--- config.mk ---
export PLATFORM = sky130hd
export DESIGN_NAME = disc_record_date_to_epoch_core
export DESIGN_NICKNAME = d
export VERILOG_FILES = /design/src/rtl/drde_pkg.sv /design/src/rtl/drde_mac.sv /design/src/rtl/disc_record_date_to_epoch_core.sv
export VERILOG_INCLUDE_DIRS = /design/src /design/src/rtl
export SDC_FILE = /design/constraint.sdc
export NUM_CORES = 1
export LEC_CHECK = 0
export ABC_CLOCK_PERIOD_IN_PS = 10900
export BUFFER_PORTS_ARGS = -buffer_cell sky130_fd_sc_hd__buf_4
export CAP_MARGIN = 25
export CORE_MARGIN = 5
export CORE_UTILIZATION = 65
export CTS_BUF_LIST = sky130_fd_sc_hd__clkbuf_8
export CTS_CLUSTER_DIAMETER = 30
export DETAILED_ROUTE_END_ITERATION = 8
export PLACE_DENSITY_LB_ADDON = 0.3
export SLEW_MARGIN = 30
export SYNTH_ARGS = -nofsm -noshare
export SYNTH_HDL_FRONTEND = slang
export SYNTH_SLANG_ARGS = --single-unit
--- constraint.sdc ---
create_clock -name i_clk -period 10.9 [get_ports i_clk]
set_clock_uncertainty 0.1 [all_clocks]
set_input_delay 0.545 -clock i_clk [delete_from_list [all_inputs] [get_ports i_clk]]
set_output_delay 0.545 -clock i_clk [all_outputs]
set_load 0.03 [all_outputs]
--- src/rtl/disc_record_date_to_epoch_core_macros.svh ---
// Assertion macros used by the top RTL file of the timestamp converter.
`ifndef DISC_RECORD_DATE_TO_EPOCH_CORE_MACROS_SVH
`define DISC_RECORD_DATE_TO_EPOCH_CORE_MACROS_SVH

`ifndef SYNTHESIS
`define DRDE_ASSERT(lbl, clk, rstn, prop) \
    lbl: assert property (@(posedge clk) disable iff (!rstn) prop) \
        else $error("assertion failed");
`define DRDE_ASSERT_NEXT(lbl, clk, rstn, cond, expect_next) \
    lbl: assert property (@(posedge clk) disable iff (!rstn) (cond) |=> (expect_next)) \
        else $error("assertion failed");
`else
`define DRDE_ASSERT(lbl, clk, rstn, prop)
`define DRDE_ASSERT_NEXT(lbl, clk, rstn, cond, expect_next)
`endif

`endif

--- src/rtl/drde_pkg.sv ---
`default_nettype none

package drde_pkg;

    localparam int unsigned ACC_W  = 34;
    localparam int unsigned MUL_W  = 10;
    localparam int unsigned BYTE_W = 8;
    localparam int unsigned IN_W   = 7 * BYTE_W;
    localparam int unsigned OUT_W  = 40;

    localparam logic [BYTE_W-1:0] EPOCH_YEAR_BASE = 8'd70;
    localparam logic [BYTE_W-1:0] LEAP_RUN_BASE   = 8'd69;
    localparam logic [BYTE_W-1:0] LEAP_RUN_START  = 8'd72;
    localparam logic [BYTE_W-1:0] MONTH_FEB       = 8'd2;

    localparam logic signed [BYTE_W-1:0] ZONE_LOW  = -8'sd48;
    localparam logic signed [BYTE_W-1:0] ZONE_HIGH = 8'sd52;

    localparam logic [MUL_W-1:0] K_DAYS_PER_YEAR    = MUL_W'(365);
    localparam logic [MUL_W-1:0] K_QUARTERS_PER_DAY = MUL_W'(24 * 4);
    localparam logic [MUL_W-1:0] K_QUARTER_SECONDS  = MUL_W'(60 * 15);
    localparam logic [MUL_W-1:0] K_MINUTE_SECONDS   = MUL_W'(60);

    typedef struct packed {
        logic                    load;
        logic                    m_from_acc;
        logic                    keep_acc;
        logic signed [ACC_W-1:0] m_val;
        logic signed [ACC_W-1:0] acc_val;
        logic [MUL_W-1:0]        k_val;
    } t_mac_cmd;

    // Days in the months before the given one; months above twelve count as December.
    function automatic logic [8:0] f_month_base(input logic [BYTE_W-1:0] month);
        logic [8:0] days;
        case (month) inside
            [8'd0:8'd1]: days = 9'd0;
            8'd2:        days = 9'd31;
            8'd3:        days = 9'd59;
            8'd4:        days = 9'd90;
            8'd5:        days = 9'd120;
            8'd6:        days = 9'd151;
            8'd7:        days = 9'd181;
            8'd8:        days = 9'd212;
            8'd9:        days = 9'd243;
            8'd10:       days = 9'd273;
            8'd11:       days = 9'd304;
            default:     days = 9'd334;
        endcase
        return days;
    endfunction

endpackage

`default_nettype wire

--- src/rtl/drde_mac.sv ---
`default_nettype none

module drde_mac (
    input  wire logic                                  i_clk,
    input  wire logic                                  i_rst_n,
    input  wire drde_pkg::t_mac_cmd                    i_cmd,
    output logic signed [drde_pkg::ACC_W-1:0]          o_acc,
    output logic                                       o_done
);

    logic signed [drde_pkg::ACC_W-1:0] r_m;
    logic signed [drde_pkg::ACC_W-1:0] n_m;
    logic signed [drde_pkg::ACC_W-1:0] r_acc;
    logic signed [drde_pkg::ACC_W-1:0] n_acc;
    logic [drde_pkg::MUL_W-1:0]        r_k;
    logic [drde_pkg::MUL_W-1:0]        n_k;

    // The constant factor leaves one bit per cycle; the multiplicand doubles each step.
    always_comb begin
        n_m   = r_m;
        n_k   = r_k;
        n_acc = r_acc;
        if (i_cmd.load) begin
            n_m   = i_cmd.m_from_acc ? r_acc : i_cmd.m_val;
            n_k   = i_cmd.k_val;
            n_acc = i_cmd.keep_acc ? r_acc : i_cmd.acc_val;
        end else if (r_k != '0) begin
            if (r_k[0]) begin
                n_acc = r_acc + r_m;
            end
            n_m = {r_m[drde_pkg::ACC_W-2:0], 1'b0};
            n_k = {1'b0, r_k[drde_pkg::MUL_W-1:1]};
        end
    end

    always_ff @(posedge i_clk) begin
        if (!i_rst_n) begin
            r_k <= '0;
        end else begin
            r_k <= n_k;
        end
        r_m   <= n_m;
        r_acc <= n_acc;
    end

    assign o_acc  = r_acc;
    assign o_done = (r_k == '0);

endmodule

`default_nettype wire

--- src/rtl/disc_record_date_to_epoch_core.sv ---
// Converts a seven-byte directory-record timestamp into signed seconds since 1970.
// The slave channel takes one request: year, month, day, hour, minute, second and
// the two's complement quarter-hour zone byte, packed a byte each from bit 0 up.
// The master channel returns the 34-bit signed second count in the low bits of
// m_axis_tdata. Years before 1970 give zero, and a zone byte outside -48..52 is
// ignored.
// The work runs through one shift-and-add unit that consumes a bit of a constant
// factor per cycle: days from years, quarter hours from days, seconds from quarter
// hours and from minutes, each pass opening with a load of the unit.
// A request is accepted only in the idle state, so a new one is taken only after
// the last result has been written to the output register.
// The output register lets the next request start while a result waits; if the
// receiver still stalls when the next result is done, the block holds it and
// accepts nothing until m_axis_tready frees the register.
// Reset clears the sequencer and the output valid flag; no request is in flight.
`default_nettype none

`include "disc_record_date_to_epoch_core_macros.svh"

module disc_record_date_to_epoch_core (
    input  wire logic                          i_clk,
    input  wire logic                          i_rst_n,
    input  wire logic                          s_axis_tvalid,
    output logic                               s_axis_tready,
    // year_since_1900, month_number, day_of_month, hour_value, minute_value,
    // second_value, zone_offset_raw
    input  wire logic [drde_pkg::IN_W-1:0]     s_axis_tdata,
    output logic                               m_axis_tvalid,
    input  wire logic                          m_axis_tready,
    // epoch_seconds in bits 33:0, zero padding above
    output logic [drde_pkg::OUT_W-1:0]         m_axis_tdata
);

    typedef enum logic [2:0] {
        S_IDLE,
        S_YEAR,
        S_DAY,
        S_QUARTER,
        S_MINUTE,
        S_HOLD
    } t_state;

    t_state                            r_state;
    logic                              r_out_valid;
    logic signed [drde_pkg::ACC_W-1:0] r_out;
    logic                              r_pre_epoch;
    logic signed [11:0]                r_hour_zone;
    logic [drde_pkg::BYTE_W-1:0]       r_minute;
    logic [drde_pkg::BYTE_W-1:0]       r_second;

    logic [drde_pkg::BYTE_W-1:0]       w_year;
    logic [drde_pkg::BYTE_W-1:0]       w_month;
    logic [drde_pkg::BYTE_W-1:0]       w_day;
    logic [drde_pkg::BYTE_W-1:0]       w_hour;
    logic signed [drde_pkg::BYTE_W-1:0] w_zone;
    logic [drde_pkg::BYTE_W-1:0]       w_years;
    logic [drde_pkg::BYTE_W-1:0]       w_leap_run;
    logic [5:0]                        w_leap_days;
    logic                              w_leap_now;
    logic [9:0]                        w_day_sum;
    logic                              w_zone_ok;
    logic signed [11:0]                w_hour_zone;
    logic                              w_accept;
    logic                              w_out_free;
    logic                              w_last_pass;
    logic                              w_out_load;
    drde_pkg::t_mac_cmd                w_cmd;
    logic signed [drde_pkg::ACC_W-1:0] w_acc;
    logic                              w_done;

    assign w_year   = s_axis_tdata[7:0];
    assign w_month  = s_axis_tdata[15:8];
    assign w_day    = s_axis_tdata[23:16];
    assign w_hour   = s_axis_tdata[31:24];
    assign w_zone   = $signed(s_axis_tdata[55:48]);

    assign w_years     = w_year - drde_pkg::EPOCH_YEAR_BASE;
    assign w_leap_run  = w_year - drde_pkg::LEAP_RUN_BASE;
    assign w_leap_days = (w_year > drde_pkg::LEAP_RUN_START) ? w_leap_run[7:2] : 6'd0;
    assign w_leap_now  = (w_year[1:0] == 2'b00) && (w_month > drde_pkg::MONTH_FEB);
    assign w_day_sum   = 10'(w_leap_days) + 10'(drde_pkg::f_month_base(w_month))
                       + 10'(w_leap_now) + 10'(w_day);
    assign w_zone_ok   = (w_zone >= drde_pkg::ZONE_LOW) && (w_zone <= drde_pkg::ZONE_HIGH);
    assign w_hour_zone = $signed({2'b00, w_hour, 2'b00})
                       + (w_zone_ok ? 12'(w_zone) : 12'sd0);

    assign w_accept    = s_axis_tvalid && s_axis_tready;
    assign w_out_free  = !r_out_valid || m_axis_tready;
    assign w_last_pass = (r_state == S_MINUTE) || (r_state == S_HOLD);
    assign w_out_load  = w_last_pass && w_done && w_out_free;

    always_comb begin
        w_cmd = '0;
        unique case (r_state)
            S_IDLE: begin
                if (w_accept) begin
                    w_cmd.load    = 1'b1;
                    w_cmd.m_val   = $signed({{(drde_pkg::ACC_W-drde_pkg::BYTE_W){1'b0}}, w_years});
                    w_cmd.k_val   = drde_pkg::K_DAYS_PER_YEAR;
                    w_cmd.acc_val = $signed({{(drde_pkg::ACC_W-10){1'b0}}, w_day_sum})
                                  - drde_pkg::ACC_W'(1);
                end
            end
            S_YEAR: begin
                if (w_done) begin
                    w_cmd.load       = 1'b1;
                    w_cmd.m_from_acc = 1'b1;
                    w_cmd.k_val      = drde_pkg::K_QUARTERS_PER_DAY;
                    w_cmd.acc_val    = drde_pkg::ACC_W'(r_hour_zone);
                end
            end
            S_DAY: begin
                if (w_done) begin
                    w_cmd.load       = 1'b1;
                    w_cmd.m_from_acc = 1'b1;
                    w_cmd.k_val      = drde_pkg::K_QUARTER_SECONDS;
                    w_cmd.acc_val    = $signed({{(drde_pkg::ACC_W-drde_pkg::BYTE_W){1'b0}},
                                                r_second});
                end
            end
            S_QUARTER: begin
                if (w_done) begin
                    w_cmd.load     = 1'b1;
                    w_cmd.keep_acc = 1'b1;
                    w_cmd.m_val    = $signed({{(drde_pkg::ACC_W-drde_pkg::BYTE_W){1'b0}},
                                             r_minute});
                    w_cmd.k_val    = drde_pkg::K_MINUTE_SECONDS;
                end
            end
            S_MINUTE, S_HOLD: begin
                w_cmd = '0;
            end
            default: begin
                w_cmd = '0;
            end
        endcase
    end

    drde_mac u_mac (
        .i_clk   (i_clk),
        .i_rst_n (i_rst_n),
        .i_cmd   (w_cmd),
        .o_acc   (w_acc),
        .o_done  (w_done)
    );

    always_ff @(posedge i_clk) begin
        if (!i_rst_n) begin
            r_state     <= S_IDLE;
            r_out_valid <= 1'b0;
        end else begin
            if (w_out_load) begin
                r_out_valid <= 1'b1;
            end else if (r_out_valid && m_axis_tready) begin
                r_out_valid <= 1'b0;
            end
            unique case (r_state)
                S_IDLE: begin
                    if (w_accept) begin
                        r_pre_epoch <= (w_year < drde_pkg::EPOCH_YEAR_BASE);
                        r_hour_zone <= w_hour_zone;
                        r_minute    <= s_axis_tdata[39:32];
                        r_second    <= s_axis_tdata[47:40];
                        r_state     <= S_YEAR;
                    end
                end
                S_YEAR: begin
                    if (w_done) begin
                        r_state <= S_DAY;
                    end
                end
                S_DAY: begin
                    if (w_done) begin
                        r_state <= S_QUARTER;
                    end
                end
                S_QUARTER: begin
                    if (w_done) begin
                        r_state <= S_MINUTE;
                    end
                end
                S_MINUTE, S_HOLD: begin
                    if (w_out_load) begin
                        r_out   <= r_pre_epoch ? '0 : w_acc;
                        r_state <= S_IDLE;
                    end else if (w_done) begin
                        r_state <= S_HOLD;
                    end
                end
                default: begin
                    r_state <= S_IDLE;
                end
            endcase
        end
    end

    assign s_axis_tready = (r_state == S_IDLE);
    assign m_axis_tvalid = r_out_valid;
    assign m_axis_tdata  = {{(drde_pkg::OUT_W-drde_pkg::ACC_W){1'b0}}, r_out};

    `DRDE_ASSERT(a_accept_unit_idle, i_clk, i_rst_n, w_accept |-> w_done)
    `DRDE_ASSERT_NEXT(a_accept_starts_year, i_clk, i_rst_n, w_accept, r_state == S_YEAR && !w_done)
    `DRDE_ASSERT(a_result_from_last_pass, i_clk, i_rst_n, $rose(r_out_valid) |-> $past(w_last_pass))
    `DRDE_ASSERT_NEXT(a_hold_keeps_result, i_clk, i_rst_n, r_state == S_HOLD && !w_out_free, r_state == S_HOLD)

endmodule

`default_nettype wire

After elaboration in Yosys (flattened, before gate mapping)

Cells that the tools add are included.

Output and inout port bits: 42
Logic and storage cells: 114
Bits of input ports: 60
Bits in registers: 145

Mux-type cells: 45
Eq/ne operators: 21
Reduce and logical (&&, ||, !) cells: 23
Add/sub/neg operators: 8
$lt $le $gt $ge: 7

Operators by type and width:

| kind                                                                 | number |
|---|---|
| 34-bit 2-to-1 mux                                                    | 7 |
| 34-bit case mux with 3 select lines                                  | 1 |
| 9-bit 2-to-1 mux                                                     | 9 |
| 34-bit case mux with 2 select lines                                  | 1 |
| 52-bit 2-to-1 mux                                                    | 1 |
| 44-bit 2-to-1 mux                                                    | 1 |
| 10-bit case mux with 4 select lines                                  | 1 |
| 35-bit 2-to-1 mux                                                    | 1 |
| 34-bit adder                                                         | 1 |
| 8-bit by 3-bit == test with 1-bit output, second input constant      | 4 |
| 8-bit by 4-bit == test with 1-bit output, second input constant      | 4 |
| 10-bit 2-to-1 mux                                                    | 2 |
| 18-bit 2-to-1 mux                                                    | 1 |
| 3-bit 2-to-1 mux                                                     | 6 |
| 8-bit by 2-bit == test with 1-bit output, second input constant      | 2 |
| 8-bit by 7-bit subtractor with 8-bit output, second input constant   | 2 |
| 3-bit case mux with 5 select lines                                   | 1 |
| 7-bit 2-to-1 mux                                                     | 2 |
| 11-bit by 12-bit adder with 12-bit output                            | 1 |
| 12-bit 2-to-1 mux                                                    | 1 |
| 6-bit 2-to-1 mux                                                     | 2 |
| 10-bit by 1-bit subtractor with 11-bit output, second input constant | 1 |
| 10-bit by 1-bit adder with 10-bit output                             | 1 |
| 10-bit by 8-bit adder with 10-bit output                             | 1 |
| other kinds (28)                                                     | 50 |

Longest topological paths before layout

Word-level depth: 20
Gate-level depth with buffers: 18
Depth with buffers taken out: 18

Modules after synthesis

From an unflattened synthesis, not the netlist that was laid out.

Cells, all modules: 1029
Area total of the unflattened synthesis: 9923.3 um^2

Modules (own cells, without submodules):

| module                         | area an instance (um^2) | cells each | times used |
|---|---|---|---|
| drde_mac                       | 5683.0                  | 616        | 1 |
| disc_record_date_to_epoch_core | 4240.3                  | 413        | 1 |

Least setup slack after synthesis

OpenSTA, ideal clock, no wires.

Path type: input port to flip-flop
From: in s_axis_tdata[0] in the netlist's numbering
To: reg u_mac.r_acc (netlist bit u_mac.o_acc[31]) (data pin)
Slack: 6.612 ns
Data arrival time: 3.913 ns
Library setup time: 0.275 ns
Required time: 10.525 ns
Buffers on the path: 1
Stages: 17
Path through: or3_1 a211o_1 a21oi_1 nand2b_1 ha_1 inv_1 fa_1 ha_1 a21o_1 a21oi_1 o21a_1 o211ai_1 a21oi_1 nor3_1 a21oi_1 clkbuf_1 o211ai_1

Word-level cells in the longest chain between the ends: 10

RTL lines:

| element                                                                                                             | line                                                                       | RTL |
|---|---|---|
| from (decl)                                                                                                         | disc_record_date_to_epoch_core.sv:27                                       | `input wire logic [drde_pkg::IN_W-1:0] s_axis_tdata,` |
| 8-bit by 7-bit subtractor with 8-bit output / 8-bit by 7-bit > comparator with 1-bit output (equally long branches) | disc_record_date_to_epoch_core.sv:78, disc_record_date_to_epoch_core.sv:79 |  |
| 6-bit 2-to-1 mux                                                                                                    | disc_record_date_to_epoch_core.sv:79                                       | `assign w_leap_days = (w_year > drde_pkg::LEAP_RUN_START) ? w_leap_run[7:2] : 6'd0;` |
| 6-bit by 9-bit adder with 10-bit output                                                                             | disc_record_date_to_epoch_core.sv:81                                       | `assign w_day_sum = 10'(w_leap_days) + 10'(drde_pkg::f_month_base(w_month))` |
| 10-bit by 1-bit adder with 10-bit output (*)                                                                        | disc_record_date_to_epoch_core.sv:82                                       | `+ 10'(w_leap_now) + 10'(w_day);` |
| 10-bit by 8-bit adder with 10-bit output (*)                                                                        | disc_record_date_to_epoch_core.sv:82                                       |  |
| 10-bit by 1-bit subtractor with 11-bit output (*)                                                                   | disc_record_date_to_epoch_core.sv:101                                      | `- drde_pkg::ACC_W'(1);` |
| 52-bit 2-to-1 mux (*)                                                                                               | disc_record_date_to_epoch_core.sv:96                                       | `if (w_accept) begin` |
| 34-bit case mux with 3 select lines (*)                                                                             | disc_record_date_to_epoch_core.sv:94                                       | `unique case (r_state)` |
| 34-bit 2-to-1 mux (*)                                                                                               | drde_mac.sv:26                                                             | `n_acc = i_cmd.keep_acc ? r_acc : i_cmd.acc_val;` |
| 34-bit 2-to-1 mux (*)                                                                                               | drde_mac.sv:23                                                             | `if (i_cmd.load) begin` |
| net u_mac.n_acc (one bit)                                                                                           | drde_mac.sv:14                                                             | `logic signed [drde_pkg::ACC_W-1:0] n_acc;` |
| to (signal assigned)                                                                                                | drde_mac.sv:43                                                             | `r_acc <= n_acc;` |
| to (decl)                                                                                                           | drde_mac.sv:13                                                             | `logic signed [drde_pkg::ACC_W-1:0] r_acc;` |

Mark *: on every way through the listed nets, which the timed path passes. The rest lies on a longest branch. The select of a mux whose other input is x is not followed.
A chain may end at the register's enable or synchronous reset.

Worst setup path in the final report

From: in s_axis_tdata[0] in the netlist's numbering
To: reg u_mac.r_acc (netlist bit u_mac.o_acc[17]) (data pin)

The elaborated chain is that of the path after synthesis.

==> results.tsv <==
metric	value	unit
post-DP HPWL	14.04	mm
CP max-delay cell	fa_1	
CP Launch Type	input port	
Initial Util	0.6630	
mux cell area share after synthesis	0.004560	
initial drt markers	603	
CTS buffer count	17	
GRT busiest layer	met2	
worst stage delay on the critical path	0.45	ns
number of global-route vias before repair	6805	
gr usage total	0.2522	
worst vdd ir	0.0001246	V
min Tclk post-route	4.344	ns
CTS clk-pin slew, worst paths	0.08	ns
Crit Path Class	input port to register	
met1 Resource Use GR	0.2926	
Synth Area in XOR/XNOR	0.05088	
postcts setup bufs	0	
antenna violations before repair	0	
most frequent cell after synthesis	edfxtp_1	
top_reg_cell synth	edfxtp_1	
Max FO, Critical Path	23	
Max Buffers Root-to-Sink	2	
first-pass GRT wire length	32.27	mm
Compound-Gate Fraction of Synth Area	0.1840	
Post-synth top cells	edfxtp_1 (131), ha_1 (64), o21ai_0 (62)	
crit path capture type	register	
I/O pin count	102	
CP delay by family, top	compound AO/OA/AOI/OAI gates	
outcome	finished clean	
Pwr per Cell Area	263.3	nW/um^2
RSZ-0062 raised after global routing	false	
Syn. warnings	0	
relative slew slack	0.3955	
Core Area	13240	um^2
main combinational cell family by area after synthesis	compound AO/OA/AOI/OAI gates	
post-synth top area share	0.4481	
Syn Std Cell Area	8780	um^2
post-synthesis simple-gate area fraction	0.1250	
Buf/Inv on CP	3	
Tcrit/Tclk final	0.3985	
Hold Buf Count CTS	0	
diode count	0	
crit path DAT	4.44	ns
Yosys reg bits	145	
Routed Antenna Nets	0	
Post-Synth Adder-Cell Area	0.1117	
share of layout cells above drive strength 1	0.1584	
Synth area leaders	edfxtp_1 (45%), ha_1 (9.1%), o21ai_0 (3.5%), dfxtp_1 (3.2%), nor2b_1 (3.1%)	
gr ovfl total	0	
sequential fraction of the synthesis area	0.4800	
final hold vios	0	
top achievable clock speed	230.2	MHz
Layout area overhead	14.56	%
Final Max Tran Viols	0	
Crit path required time	11.00	ns
Post-synth EDFFs	131	
final core occ	0.7595	
FP Rows	42	
TritonCTS clock tree	yes	
die width	126.2	um
Via density	6.268	
Critical Path, Cell by Cell	buf_4 > or3_1 > a211o_1 > a21oi_1 > nand2b_1 > ha_1 > inv_1 > fa_1 > ha_1 > a21o_1 > a21oi_1 > o21a_1 > o211ai_1 > a21oi_1 > nor3_1 > a21oi_1 > buf_4 > o21ai_0	
cell mode on critical path	a21oi_1	
slew of the pin with the lowest slew margin	0.9046	ns
Syn Inst Count	809	
Fin Hold WS	0.1522	ns
number of port buffers	95	
PnR worst setup slack	6.556	ns
CTS sink count	145	
htree depth	4	
largest net degree at the start of global routing	45	
CTS-repair resized insts	0	
drt wl/cell	18.53	um
via count	6801	
fin cells	1085	
Post-route DRC	0	
first-pass detailed-route iteration total	6	
Fillers	869	
Post-Place Cells	1053	
Storage cell area	4214	um^2
Routed WL	20.11	mm
Die Y	126.2	um
largest area contributor in the netlist	edfxtp_1	
nets@finish	1029	
Sum Neg Setup Slack	0	ns
Async S/R FF share, synth	0	
CTS root buf	clkbuf_8	
Hold Crit Class	input port to register	
setup violators final	0	
pre-CTS WS	6.207	ns
routing usage on met3	0.05588	
Pleak	4.185	nW
Yosys cell types	61	
die area	15930	um^2
syn avg cell area	10.85	um^2
Clk Latency, worst-skew pair	0.47	ns
area of the multi-input gates	4213	um^2
met2 global-route usage	0.4451	
# Max-Cap Violations	0	
placer congestion estimate	0.9372	
[worst register-to-register path: cells and delay by family (launching register included)]
kind / cells / cell delay [ns]
simple gates: 5 / 2.30
compound gates: 2 / 0.36
flops: 1 / 0.33
buf+inv: 1 / 0.28
[power breakdown]
group | total (mW) | switching (mW) | internal [mW]
clock | 0.484 | 0.203 | 0.281
sequential | 0.950 | 0.109 | 0.841
combinational | 1.21 | 0.700 | 0.514
[path summary, 6_finish.rpt]
path,from,endpoint,slack (ns),cells past startpoint
setup / recovery,s_axis_tdata[0],u_mac.o_acc[17],6.56,18
hold reg to reg,u_mac.r_k[2],u_mac.r_k[1],0.38,1
setup reg to reg,u_mac.r_k[4],u_mac.r_k[3],7.49,8
hold / removal,s_axis_tdata[35],r_minute[3],0.15,1
[cells by family (layout without fill, tap and decap cells)]
kind of cell / count (synthesis) / in the layout
xor+xnor: 51 / 51
mux: 4 / 4
other cells: 1 / 6
simple gates: 205 / 205
fa+ha+maj: 73 / 73
buf+inv: 87 / 182
compound gates: 243 / 243
flops: 145 / 145
[area by class of cell]
| type | count | share of cell area |
|---|---|---|
| Sequential cell | 145 | 0.4190 |
| Multi-Input combinational cell | 582 | 0.4188 |
| Timing Repair Buffer | 104 | 0.07799 |
| Clock buffer | 19 | 0.02600 |
| Tap cell | 176 | 0.02189 |
| Clock inverter | 13 | 0.01916 |
| Inverter | 46 | 0.01717 |
[per-layer routing]
metal / part of all wire / wire length [um]
met1: 0.39 / 7840
met2: 0.51 / 10250
met3: 0.073 / 1464
met4: 0.027 / 548
met5: 0 / 0
[metrics by stage]
| stage | cell area, um^2 | total power [mW] |
|---|---|---|
| detailed placement | 9604 | 2.124 |
| floorplan | 8798 | 1.842 |
| global route | 10060 | 2.806 |
| global placement | 9593 | 2.066 |
| finish | 10060 | 2.649 |
| CTS | 10060 | 2.623 |
[sequential cells by signal, summed over array words and instances (netlist names)]
signal,count
r_state,3
m_axis_tvalid,1
u_mac.r_m,34
r_pre_epoch,1
u_mac.o_acc,34
r_out,34
r_minute,8
r_hour_zone,12
r_second,8
u_mac.r_k,10
[layout by cell type, fill, tap and decap left out, types with 12 or more instances in the layout]
cell,netlist,routed
a21o_1,20,20
nor2b_1,44,44
inv_1,46,49
and3_1,13,13
a21oi_1,51,51
nor2_1,35,34
buf_4,9,103
o21ai_0,62,62
clkbuf_8,0,19
xnor2_1,29,29
dfxtp_1,14,14
a22o_1,26,26
nand2_1,51,50
a222oi_1,12,12
edfxtp_1,131,131
xor2_1,22,22
ha_1,64,64
Power figures use the tool's default switching activity.
